File: config.mk
export PLATFORM = sky130hd
export DESIGN_NAME = rau_ctrl
export DESIGN_NICKNAME = d
export VERILOG_FILES = /design/src/hw/rtl/rau_pkg.sv /design/src/hw/rtl/rau_ctrl.sv
export SDC_FILE = /design/constraint.sdc
export NUM_CORES = 1
export LEC_CHECK = 0
export ABC_AREA = 1
export BUFFER_PORTS_ARGS = -buffer_cell sky130_fd_sc_hd__buf_2
export CAP_MARGIN = 20
export CORE_AREA = 2 2 39 41
export DETAILED_ROUTE_END_ITERATION = 8
export DIE_AREA = 0 0 41 43
export PLACE_DENSITY = 0.75
export RECOVER_POWER = 100
export SYNTH_ARGS = -nofsm -noshare
export SYNTH_HDL_FRONTEND = slang
export SYNTH_SLANG_ARGS = --single-unit
File: constraint.sdc
create_clock -name clk -period 1.16 [get_ports clk]
set_clock_uncertainty 0.1 [all_clocks]
set_input_delay 0.116 -clock clk [delete_from_list [all_inputs] [get_ports clk]]
set_output_delay 0.116 -clock clk [all_outputs]
set_load 0.03 [all_outputs]
File: src/hw/rtl/rau_pkg.sv
package rau_pkg;

    localparam int WIDTH = 32;
    localparam int PW    = 64;   // product width
    localparam int CNTW  = 7;    // bit counter for 64-step divider

    typedef enum logic [1:0] {
        OP_ADD = 2'd0,
        OP_SUB = 2'd1,
        OP_MUL = 2'd2,
        OP_DIV = 2'd3
    } op_t;

    typedef enum logic [1:0] {
        ST_OK   = 2'd0,
        ST_DIVZ = 2'd1,
        ST_OVF  = 2'd2
    } status_t;

    typedef struct packed {
        logic [1:0]         op;
        logic signed [31:0] a_num;
        logic [30:0]        a_den;
        logic signed [31:0] b_num;
        logic [30:0]        b_den;
    } in_beat_t;

    typedef struct packed {
        logic signed [31:0] res_num;
        logic [30:0]        res_den;
        logic [1:0]         status;
    } out_beat_t;

    typedef enum logic [3:0] {
        S_IDLE, S_MUL1, S_MUL2, S_MAG, S_GCD_START, S_GCD_WAIT,
        S_DIVN_START, S_DIVN_WAIT, S_DIVD_START, S_DIVD_WAIT, S_CHECK, S_DONE
    } state_t;

    // divider operand select: gcd x%y, num/g, den/g
    typedef enum logic [1:0] {
        DSEL_GCD = 2'd0,
        DSEL_NUM = 2'd1,
        DSEL_DEN = 2'd2
    } div_sel_t;

    // datapath commands
    typedef struct packed {
        logic load;
        logic mul1;
        logic mul2;
        logic mag;
        logic gcd_step;      // one remainder update (after divider result)
        logic div_start;
        div_sel_t div_sel;
        logic take_q;
        logic commit;
    } cmd_t;

    typedef struct packed {
        logic bad;       // zero den or divide by zero
        logic zero_num;
        logic y_zero;
        logic div_done;
    } sts_t;

endpackage

File: src/hw/rtl/rau_ctrl.sv
module rau_ctrl (
    input  logic             clk,
    input  logic             rst_n,
    input  logic             start,
    input  rau_pkg::sts_t    sts,
    input  logic             fits,
    output rau_pkg::cmd_t    cmd,
    output rau_pkg::status_t st_code,
    output logic             busy,
    output logic             strobe
);
    import rau_pkg::*;

    state_t  state_reg, state_next;
    status_t code_reg, code_next;

    always_ff @(posedge clk or negedge rst_n)
    begin
        if (!rst_n)
        begin
            state_reg <= S_IDLE;
            code_reg  <= ST_OK;
        end
        else
        begin
            state_reg <= state_next;
            code_reg  <= code_next;
        end
    end

    // sequencer
    always_comb
    begin
        state_next = state_reg;
        code_next  = code_reg;
        cmd        = '0;
        strobe     = 1'b0;
        unique case (state_reg)
            S_IDLE:
            begin
                if (start)
                begin
                    cmd.load   = 1'b1;
                    state_next = S_MUL1;
                end
            end
            S_MUL1:
            begin
                if (sts.bad)
                begin
                    code_next  = ST_DIVZ;
                    state_next = S_DONE;
                end
                else
                begin
                    cmd.mul1   = 1'b1;
                    state_next = S_MUL2;
                end
            end
            S_MUL2: begin cmd.mul2 = 1'b1; state_next = S_MAG; end
            S_MAG:  begin cmd.mag = 1'b1; state_next = S_GCD_START; end
            S_GCD_START:
            begin
                if (sts.zero_num)
                    state_next = S_CHECK;
                else if (sts.y_zero)
                    state_next = S_DIVN_START;
                else
                begin
                    cmd.div_start = 1'b1;
                    state_next    = S_GCD_WAIT;
                end
            end
            S_GCD_WAIT:
            begin
                if (sts.div_done)
                begin
                    cmd.gcd_step = 1'b1;
                    state_next   = S_GCD_START;
                end
            end
            S_DIVN_START:
            begin
                cmd.div_sel   = DSEL_NUM;
                cmd.div_start = 1'b1;
                state_next    = S_DIVN_WAIT;
            end
            S_DIVN_WAIT:
            begin
                cmd.div_sel = DSEL_NUM;
                if (sts.div_done)
                begin
                    cmd.take_q = 1'b1;
                    state_next = S_DIVD_START;
                end
            end
            S_DIVD_START:
            begin
                cmd.div_sel   = DSEL_DEN;
                cmd.div_start = 1'b1;
                state_next    = S_DIVD_WAIT;
            end
            S_DIVD_WAIT:
            begin
                cmd.div_sel = DSEL_DEN;
                if (sts.div_done)
                begin
                    cmd.take_q = 1'b1;
                    state_next = S_CHECK;
                end
            end
            S_CHECK:
            begin
                code_next  = fits ? ST_OK : ST_OVF;
                cmd.commit = 1'b1;
                state_next = S_DONE;
            end
            S_DONE:
            begin
                strobe     = 1'b1;
                state_next = S_IDLE;
            end
            default: state_next = S_IDLE;
        endcase
        if (state_reg == S_CHECK)
            cmd.commit = 1'b1;
    end

    assign st_code = (state_reg == S_CHECK) ? (fits ? ST_OK : ST_OVF) : code_reg;
    assign busy    = (state_reg != S_IDLE);
endmodule

Word level (Yosys, flattened, before mapping)
Index checks and enable logic that the tools add are counted. W data, S select, Z words.

Equal/unequal tests: 16. Muxes and demuxes: 27. Reductions and logical operators: 9.

Operators by type and width (number): $pmux W4 S11 (1); $mux W4 (6); $eq A4 B3 Y1 const B (4); $eq A4 B4 Y1 const B (4); $mux W1 (13); $ne A2 B2 Y1 const B (5); $eq A4 B2 Y1 const B (2); $mux W2 (4); $pmux W2 S2 (2); $reduce_or A2 Y1 (4); $eq A4 B1 Y1 const B (1); $logic_not A4 Y1 (1); $reduce_and A4 Y1 (1); $reduce_bool A4 Y1 (1); $pmux W1 S2 (1); $reduce_and A2 Y1 (1); $reduce_bool A2 Y1 (1).

Register bits: 6. Input port bits: 8.

Depth between registers and ports, before layout
Depth in word-level cells: 3. Depth in mapped cells: 8. Depth with buffers taken out: 8.

Worst setup path before layout
Ideal clock, no wire load.

Path kind: flip-flop to output port. Start: reg state_reg[2]. End: out st_code[0]. Arrival time: 1.322 ns. Data required time: 0.944 ns. Slack: -0.378 ns. Cell stages (with the launch flop): 7. Path buffers: 0. Cells stage by stage: dfrtp_1 inv_2 nand2_2 nor2_1 nand2_1 inv_1 nor2_1.

Word-level cells in the longest chain between the ends: 2.

RTL lines: start: declaration (RTL line rau_ctrl.sv:14) `state_t state_reg, state_next;`; start signal: assignment (RTL line rau_ctrl.sv:26) `state_reg <= state_next;`; $eq A4 B4 Y1 (RTL line rau_ctrl.sv:129) `assign st_code = (state_reg == S_CHECK) ? (fits ? ST_OK : ST_OVF) : code_reg;`; $mux W2 (RTL line rau_ctrl.sv:129); end: declaration (RTL line rau_ctrl.sv:8) `output rau_pkg::status_t st_code,`.

Every way passes these cells.

Worst setup path after layout
Start: reg state_reg[2]. End: out st_code[1].

The elaborated chain is that of the path after synthesis.

==> qor.txt <==
Nets: 147
Count of final setup violators: 20
Die extent in y: 43 um
Post-Route Utilization: 78.57%
Global-route usage over all layers: 22.41%
Gpl congestion: 0.7880
Endpoints failing hold: 0
Yosys reg bits: 6
Simple-gate share of the synthesized area: 51.00%
Number of buffers created by CTS: 3
Post-synth EDFFs: 0
Relative slew slack: 77.93%
Clk Latency, worst-skew pair: 0.24 ns
Critical Path Start Type: flip-flop
Worst Path Required: 0.94 ns
Synthesis-to-finish area growth: 117.2%
Post-synthesis compound-gate area fraction: 10.00%
Mapped Area: 500.5 um^2
Post-synthesis xor/xnor area fraction: 0%
Final instance area: 1087 um^2
RSZ-0062 raised after global routing: yes
Input/output buffers: 21
CP Capture Type: output port
CTS Root Cell: clkbuf_4
Synth cell types: 16
WL/cell: 12.59 um
Vias in the first global route: 702
Drt pass-1 iters: 4
IO Pins: 22
Cells after Synth: 86
Via count: 759
CTS Buffer Depth: 2
Initial Util: 36.17%
Syn nets: 94
Final WS setup: -0.4264 ns
Period minus WS final: 1.586 ns
Adder-Cell Fraction of Synth Area: 0%
Core area: 1384 um^2
DRC: 0
Die width: 41 um
Ranking of synthesized cells by area: dfrtp_1, nand2_1, nor2_1
Clock sink count: 6
Post-route non-filler standard cell count: 154
Total congestion overflow: 0
Pin count of the biggest net entering global routing: 7
Via density: 4.929
H-tree Lvls: 1
Pleak: 0.5630 nW
CTS tree: done
Slew @ Worst Pin: 0.3306 ns
Crit share post-route: 136.8%
Largest family of logic cells by synthesized area: simple AND/OR/NAND/NOR gates
Post-synthesis mux area share: 0%
Yosys top cell area share: 30.00%
Layout cells sized above 1: 63.77%
HP Class: in2reg
Post-synth ARST share: 100.0%
Largest area contributor in the netlist: dfrtp_1
PwrDens: 2858 nW/um^2
Ys Warns: 0
Status: finished with violations
Post-synth top flop: dfrtp_1
Die area: 1763 um^2
First-pass GRT wire length: 2.766 mm
Worst vdd ir: 0.001411 V
Placed instance count: 140
Total Wirelength: 1.939 mm
Crit-path max FO: 5
Sequential share of the synthesized area: 30.00%
Placed Area: 834.6 um^2
Worst Path Arrival: 1.37 ns
Setup CP Type: reg2out
Slew Limit Fails: 0
Clk slew on worst S/H paths: 0.04 ns
Std-Cell Rows: 14
Antenna Cells: 0
Fmax: 630.3 MHz
DR iter-0 viols: 7
Final antenna-violating net count: 0
Initial antenna violation count: 0
Total power: 3.107 mW
Most common cell after layout, fill and taps aside: buf_4
Final HPWL DP: 1.216 mm
Max Cap Viol: 0
Failing checks: setup timing
Most frequent cells in the layout: buf_4, nand2_1, nor2_4, buf_6
Avg Inst Size Synth: 5.820 um^2
Max reg flops: 4
critical path: stages, from the launching register on:
cell     delay, ns
dfrtp_2       0.45
inv_4         0.10
nand2_2       0.07
nor2_4        0.14
nand2_4       0.09
o21ai_4       0.14
buf_6         0.15
cell type report:
| class | instances | area, um^2 |
|---|---|---|
| inverter | 12 | 50.05 |
| clock buffer | 4 | 26.28 |
| timing repair buffer | 48 | 377.9 |
| tap | 16 | 20.02 |
| sequential | 6 | 155.1 |
| fill | 102 | 296.5 |
| multi-input combinational | 68 | 457.9 |
layer usage:
metal | vias up | track usage, % | share of wire, %
met1 | 351 | 27.91 | 39
met5 | - | 0 | 0
li1 | 375 | - | -
met4 | 0 | 6.000 | 2.7
met2 | 27 | 40.00 | 55
met3 | 6 | 0 | 2.9
cell families (layout without fill, tap and decap cells):
group                  after synthesis  after routing
and+or+nand+nor                     60             60
buffers and inverters               12             64
AOI/OAI and AO/OA                    8              8
DFF                                  6              6
through the flow:
stage / TNS [ns] / hold slack (ns) / worst slack, ns
4_1_cts: -5.679 / 0.08189 / -0.3827
2_1_floorplan: -1.890 / -0.2796 / -0.2334
5_1_grt: -7.561 / 0.1107 / -0.4759
3_3_place_gp: -2.592 / -0.1622 / -0.2164
3_5_place_dp: -3.004 / -0.1577 / -0.2317
6_report: -6.293 / 0.07917 / -0.4264
timing repair:
| action | 4_1_cts | 5_1_grt |
|---|---|---|
| setup buffers | 5 | 4 |
| resized for setup | 34 | 14 |
| hold buffers | 1 | 0 |
| endpoints found under the setup margin | 20 | 20 |
| pin swaps | 4 | 3 |
| hold endpoints to repair | 6 | 0 |
power breakdown:
part | switching, mW | internal, mW
registers | 0.157 | 0.321
clock network | 0.0734 | 0.130
logic | 1.34 | 1.08
Yosys cell counts, types with 2 or more instances:
cell type,count
nor2_2,2
nor2_1,18
nand3_1,7
a21oi_1,2
o21ai_0,3
inv_1,11
dfrtp_1,6
nand2_1,29
worst paths after layout:
check | start | end | slack, ns | cells after the start
setup / recovery | state_reg[2] | st_code[1] | -0.43 | 6
hold / removal | sts[0] | state_reg[2] | 0.08 | 4
setup reg to reg | state_reg[2] | code_reg[1] | -0.33 | 8
hold reg to reg | code_reg[0] | code_reg[0] | 0.52 | 2
max in group asynchronous | rst_n | state_reg[2] | 0.53 | 2
min in group asynchronous | rst_n | state_reg[1] | 0.18 | 2
(Power assumes the default switching activity.)
